===== config.mk =====
export PLATFORM = sky130hd
export DESIGN_NAME = srt_match
export DESIGN_NICKNAME = d
export VERILOG_FILES = /design/src/sv/srt_pkg.sv /design/src/sv/srt_match.sv
export SDC_FILE = /design/constraint.sdc
export NUM_CORES = 1
export LEC_CHECK = 0
export BUFFER_PORTS_ARGS = -buffer_cell sky130_fd_sc_hd__clkbuf_2
export CAP_MARGIN = 30
export CORE_ASPECT_RATIO = 1.5
export CORE_MARGIN = 2
export CORE_UTILIZATION = 60
export CTS_CLUSTER_DIAMETER = 100
export DETAILED_ROUTE_END_ITERATION = 7
export PLACE_DENSITY_LB_ADDON = 0.1
export SLEW_MARGIN = 40
export SYNTH_ARGS = -nofsm -noshare
export SYNTH_HDL_FRONTEND = slang
export SYNTH_SLANG_ARGS = --single-unit

===== constraint.sdc =====
create_clock -name clk -period 8.8 [get_ports clk]
set_clock_uncertainty 0.15 [all_clocks]
set_input_delay 1.32 -clock clk [delete_from_list [all_inputs] [get_ports clk]]
set_output_delay 1.32 -clock clk [all_outputs]
set_load 0.05 [all_outputs]

===== src/sv/srt_pkg.sv =====
package srt_pkg;

	localparam logic [1:0] FUNC_RECT  = 2'd0;
	localparam logic [1:0] FUNC_FRAME = 2'd1;
	localparam logic [1:0] FUNC_CLEAR = 2'd2;
	localparam logic [1:0] FUNC_SKIP  = 2'd3;

	localparam int CB = 12;

	localparam logic [1:0] REG_WARMUP = 2'd0;
	localparam logic [1:0] REG_PURGE  = 2'd1;
	localparam logic [1:0] REG_MINM   = 2'd2;
	localparam logic [1:0] REG_MAXM   = 2'd3;

	localparam logic [10:0] FC_MAX    = 11'd2047;
	localparam logic [15:0] MATCH_MAX = 16'hFFFF;
	localparam logic [4:0]  MISS_MAX  = 5'd31;

	typedef struct packed {
		logic [1:0]    func;
		logic [CB-1:0] rect_x;
		logic [CB-1:0] rect_y;
		logic [CB-1:0] rect_width;
		logic [CB-1:0] rect_height;
		logic          last_in_frame;
	} in_word_t;

	typedef struct packed {
		logic [CB-1:0] out_x;
		logic [CB-1:0] out_y;
		logic [CB-1:0] out_width;
		logic [CB-1:0] out_height;
		logic          has_rect;
		logic          list_unchanged;
		logic          last_of_list;
	} out_word_t;

	typedef struct packed {
		logic [CB-1:0] x;
		logic [CB-1:0] y;
		logic [CB-1:0] w;
		logic [CB-1:0] h;
	} box_t;

	typedef struct packed {
		box_t        box;
		logic [10:0] birth;
		logic [15:0] match_cnt;
		logic [4:0]  misses;
	} entry_t;

endpackage


===== src/sv/srt_match.sv =====
module srt_match
	import srt_pkg::*;
(
	input  logic clk,
	input  box_t a,
	input  box_t b,
	output logic hit_s2
);

	logic [CB:0] ax2, ay2, bx2, by2, ix1, ix2, iy1, iy2, ux1, ux2, uy1, uy2;
	logic [CB:0] iw_s1, ih_s1, uw_s1, uh_s1;
	logic        ok_s1;
	logic [2*CB+1:0] ia, ua;

	always_comb begin
		ax2 = {1'b0, a.x} + {1'b0, a.w};
		ay2 = {1'b0, a.y} + {1'b0, a.h};
		bx2 = {1'b0, b.x} + {1'b0, b.w};
		by2 = {1'b0, b.y} + {1'b0, b.h};
		ix1 = (a.x > b.x) ? {1'b0, a.x} : {1'b0, b.x};
		iy1 = (a.y > b.y) ? {1'b0, a.y} : {1'b0, b.y};
		ux1 = (a.x < b.x) ? {1'b0, a.x} : {1'b0, b.x};
		uy1 = (a.y < b.y) ? {1'b0, a.y} : {1'b0, b.y};
		ix2 = (ax2 < bx2) ? ax2 : bx2;
		iy2 = (ay2 < by2) ? ay2 : by2;
		ux2 = (ax2 > bx2) ? ax2 : bx2;
		uy2 = (ay2 > by2) ? ay2 : by2;
	end

	always_ff @(posedge clk) begin
		ok_s1 <= (ix2 > ix1) && (iy2 > iy1);
		iw_s1 <= ix2 - ix1;
		ih_s1 <= iy2 - iy1;
		uw_s1 <= ux2 - ux1;
		uh_s1 <= uy2 - uy1;
	end

	always_comb begin
		ia = iw_s1 * ih_s1;
		ua = uw_s1 * uh_s1;
	end

	logic [2*CB+1:0] ia_s2, ua_s2;
	logic            ok_s2;
	always_ff @(posedge clk) begin
		ia_s2 <= ia;
		ua_s2 <= ua;
		ok_s2 <= ok_s1;
	end

	assign hit_s2 = ok_s2 &&
		(({5'b0, ia_s2} << 4) + ({5'b0, ia_s2} << 2) >
		 ({5'b0, ua_s2} << 4) + ({5'b0, ua_s2} << 1) + {5'b0, ua_s2});

endmodule

After elaboration in Yosys (flattened, before gate mapping)
Index checks and enable logic that the tools add are counted.
{"block": "word_totals", "regBits": 106, "latch_bits": 0, "ramBits": 0, "rom_bits": 0, "out_inout_bits": 1, "memories": 0}
{"block": "classes", "addsub": 11, "multipliers": 2, "n_div": 0, "magnitude_cmp": 11, "eq_ne": 0, "shifts": 0, "mux": 8, "bitwise_logic": 0, "reduce_logical": 2}
{"cell": "12-bit by 12-bit adder with 13-bit output", "count": 4}
{"cell": "13-bit by 13-bit multiplier with 26-bit output", "count": 2}
{"cell": "13-bit 2-to-1 mux", "count": 4}
{"cell": "13-bit by 12-bit subtractor with 13-bit output", "count": 4}
{"cell": "12-bit 2-to-1 mux", "count": 4}
{"cell": "30-bit by 27-bit adder with 31-bit output", "count": 1}
{"cell": "30-bit by 28-bit adder with 31-bit output", "count": 1}
{"cell": "31-bit by 26-bit adder with 31-bit output", "count": 1}
{"cell": "31-bit greater-than comparator", "count": 1}
{"cell": "13-bit by 12-bit greater-than comparator with 1-bit output", "count": 2}
{"cell": "13-bit greater-than comparator", "count": 2}
{"cell": "13-bit < comparator", "count": 2}
{"cell": "12-bit greater-than comparator", "count": 2}
{"cell": "12-bit < comparator", "count": 2}
{"cell": "1-bit logical AND", "count": 2}

Longest topological paths before layout
{"block": "logic_depth", "word_depth": 5, "depth_mapped": 35, "ltp_nobuf": 34}

Worst setup path before layout
Ideal clock, no wire load.
{"block": "synth_path", "path_kind": "input to register", "from": "input port b[12] (netlist bit)", "to": "register uw_s1[12]", "t_arrival_ns": 6.848, "t_required_ns": 8.526, "setup_slack_ns": 1.678, "stages": 35, "cell_sequence": "ha_1 > inv_1 > fa_1 > nor2b_1 > o21ai_0 > nand2b_1 > a21o_1 > a21o_1 > a21o_1 > a21oi_1 > xnor2_1 > inv_1 > ha_1 > and4_1 > nand2_1 > a21oi_1 > a2111oi_0 > o21ai_0 > maj3_2 > a21oi_4 > a21o_4 > buf_6 > mux2i_1 > ha_1 > inv_1 > fa_1 > a21o_1 > a21o_1 > a21oi_1 > o21ai_0 > a21oi_1 > nor2b_1 > o21ai_0 > a21oi_1 > xor2_1"}
{"block": "synth_via", "elab_chain_cells": 4}
{"item": "start: declaration", "line": "srt_match.sv:6", "source": "input box_t b,"}
{"item": "12-bit by 12-bit adder with 13-bit output (*)", "line": "srt_match.sv:18", "source": "bx2 = {1'b0, b.x} + {1'b0, b.w};"}
{"item": "13-bit greater-than comparator", "line": "srt_match.sv:26", "source": "ux2 = (ax2 > bx2) ? ax2 : bx2;"}
{"item": "13-bit 2-to-1 mux (*)", "line": "srt_match.sv:26"}
{"item": "13-bit by 12-bit subtractor with 13-bit output (*)", "line": "srt_match.sv:34", "source": "uw_s1 <= ux2 - ux1;"}
{"item": "end signal: assignment", "line": "srt_match.sv:34"}
{"item": "end: declaration", "line": "srt_match.sv:11", "source": "logic [CB:0] iw_s1, ih_s1, uw_s1, uh_s1;"}
Mark *: on every way between the ends. The rest lies on a longest branch, timed or not.

Worst setup path after layout
{"block": "layout_path", "from": "input port a[24] (netlist bit)", "to": "register ih_s1[10]"}
{"block": "layout_via", "elab_chain_cells": 4, "word_cells_on_any_way": 6, "cone_classes": "add/sub (2); order compare (2); mux (2)"}
{"item": "start: declaration", "line": "srt_match.sv:5", "source": "input box_t a,"}
{"item": "12-bit by 12-bit adder with 13-bit output", "line": "srt_match.sv:17", "source": "ay2 = {1'b0, a.y} + {1'b0, a.h};"}
{"item": "13-bit < comparator", "line": "srt_match.sv:25", "source": "iy2 = (ay2 < by2) ? ay2 : by2;"}
{"item": "13-bit 2-to-1 mux", "line": "srt_match.sv:25"}
{"item": "13-bit by 12-bit subtractor with 13-bit output (*)", "line": "srt_match.sv:33", "source": "ih_s1 <= iy2 - iy1;"}
{"item": "end signal: assignment", "line": "srt_match.sv:33"}
{"item": "end: declaration", "line": "srt_match.sv:11"}
Marks and branches as above.

==> impl_metrics.py <==
metrics = {
    "worst_setup_path": {
        "cpPeakStageDelay_ns": 0.49,
        "cpMostUsedCell": "o21ai_0",
        "path_delay_family": "compound AO/OA/AOI/OAI gates",
        "rrSetupSlack_ns": 2.61,
        "ff2ff_path_depth": 17,
        "arrival_ns": 7.50,
        "reg2reg_from": "iw_s1[7]$_DFF_P_",
        "crit_type": "input port to register",
        "cp_slowest_cell": "o311ai_0",
        "worst_setup_path_end_kind": "register",
        "worst-path-stages": 29,
        "critPathMaxFanout": 24,
        "worstPathRequired_ns": 8.87,
        "start_kind": "input port",
        "path_buf_inv": 4,
        "worstReg2RegEnd": "ia_s2[25]$_DFF_P_",
    },
    "timing": {
        "slew_violations": 0,
        "period_share": 0.845,
        "hold_viol": 0,
        "worst_pin_slew_ns": 0.790,
        "setup-violations-final": 0,
        "fin_tns_setup_ns": 0,
        "fmax_mhz": 135,
        "slew_headroom": 0.473,
        "period_needed_ns": 7.43,
        "rsz0062_at_grt": "false",
    },
    "route": {
        "drt_first_pass_iters": 5,
        "wl_um": 58900,
        "final_antenna_net_count": 0,
        "vias": 18600,
        "drtIter0Drc": 667,
        "post-route-drc-count": 0,
        "wire_per_inst_um": 18.1,
        "vias_per_cell": 5.72,
    },
    "finish": {
        "nFillCells": 3397,
        "drive_gt1_frac": 0.0615,
        "synthToLayoutAreaGrowth_pct": 5.13,
        "fin_nets": 3499,
    },
    "clock_tree": {
        "clock-sinks": 106,
        "cts_tree": "built",
        "insertion_delay_ns": 0.39,
        "path_clk_slew_ns": 0.08,
        "post_cts_buffers": 0,
        "h-tree-depth": 3,
        "root_buffer": "clkbuf_16",
        "clk_path_buf_depth": 2,
        "cts_buffers": 9,
        "cts_hold_buffers": 0,
        "post_cts_resized": 0,
    },
    "synth": {
        "async_flop_share": 0,
        "synthCells": 2712,
        "synthTopCellsByArea": "fa_1, ha_1, dfxtp_1, inv_1, nand2_1",
        "synth_edf_count": 0,
        "synth.most_common_cell": "inv_1",
        "synth-main-ff-cell": "dfxtp_1",
        "synthTopCellsByCount": "inv_1, ha_1, nand2_1",
        "yosysWarningCount": 0,
        "synth_nets": 3453,
        "yosysTopAreaCell": "fa_1",
        "synth_seq_area_share": 0.0917,
        "ys_seq_elements": 106,
        "synthesis.area_um2": 23100,
        "netlist.area_leader.share": 0.237,
        "yosysUniqueCellTypes": 72,
        "syn_area_per_cell_um2": 8.53,
    },
    "place": {
        "dp_hpwl_um": 50500,
        "gp_congestion": 1.05,
        "portBuffers": 97,
    },
    "min_path": {
        "worstHoldStart": "ok_s1$_DFF_P_",
        "hold_path.class": "register to register",
        "holdPathEnd": "ok_s2$_DFF_P_",
        "hold_depth": 0,
    },
    "global_routing": {
        "grt_pass1_wl_um": 96200,
        "grt_usage": 0.305,
        "antenna_found_initial": 1,
        "grt_pass1_vias": 19700,
        "grt_max_degree": 25,
        "grt_overflow": 0,
    },
    "floorplan": {
        "initial_utilization": 0.605,
        "die-area_um2": 40200,
        "dieWidth_um": 164,
        "coreArea_um2": 38200,
        "core.rowCount": 88,
        "num_io_pins": 98,
        "fp.dieH_um": 244,
    },
    "status": {
        "status": "completed",
    },
    "flow_run": {
        "cap_violations": 0,
    },
}
[how the worst max path moves through the flow]
stage,from,end
finish,a[24],ih_s1[10]$_DFF_P_
global route,b[36],iw_s1[12]$_DFF_P_
CTS,a[24],ih_s1[10]$_DFF_P_
detailed placement,b[24],uh_s1[12]$_DFF_P_
global placement,b[24],uh_s1[12]$_DFF_P_
floorplan,b[12],uw_s1[12]$_DFF_P_
[per-layer routing]
layer | track usage | vias to the layer above | share of wire
met2 | 0.594 | 389 | 0.54
met5 | 0 | - | 0
li1 | - | 9035 | -
met3 | 0.0295 | 146 | 0.031
met1 | 0.321 | 9064 | 0.37
met4 | 0.141 | 0 | 0.052
[cells by family after synthesis]
family | count (synthesis) | synth area share
AOI/OAI and AO/OA | 473 | 0.133
and+or+nand+nor | 757 | 0.162
buffers and inverters | 499 | 0.0819
muxes | 75 | 0.0349
xor gates and xnor gates | 156 | 0.0591
adders and majority gates | 646 | 0.438
DFF | 106 | 0.0917
[area by class of cell]
cell class | instances | area (um^2) | area share
multi-input combinational | 2107 | 19100 | 0.786
tap | 495 | 619 | 0.0255
sequential | 106 | 2120 | 0.0873
clock buffer | 9 | 225 | 0.00926
timing repair buffer | 102 | 523 | 0.0215
antenna | 1 | 2.50 | 0.000103
clock inverter | 7 | 88.8 | 0.00365
inverter | 432 | 1620 | 0.0667
[layout by cell type, fill, tap and decap left out, types with 97 or more instances in the layout]
cell type  count
fa_1         274
xnor2_1      103
a21oi_1      137
clkbuf_2      97
dfxtp_1      106
o21ai_0      100
nor2_1       112
and2_1       156
nand2_1      279
inv_1        432
ha_1         370
[sequential cells by signal (all words and copies together), names as in the netlist]
name / cells
ih_s1: 13
ok_s2: 1
ia_s2: 26
iw_s1: 13
uw_s1: 13
uh_s1: 13
ok_s1: 1
ua_s2: 26
[metrics by stage]
stage                     hold WS (ns)  area (um^2)  cells  worst slack [ns]  utilization
after floorplan                  0.160        23100   2712              1.68            -
after global placement           0.230        24000   3242              1.17        0.628
after detailed placement         0.230        24000   3242              1.02        0.628
after CTS                        0.255        24300   3258              1.40        0.636
after global routing             0.259        24300   3259             0.666        0.636
final                            0.256        24300   3259              1.37        0.636
Power is left out: the tool's default activity adds up to more than one toggle a clock period on the data nets, which glitch-free logic cannot reach.
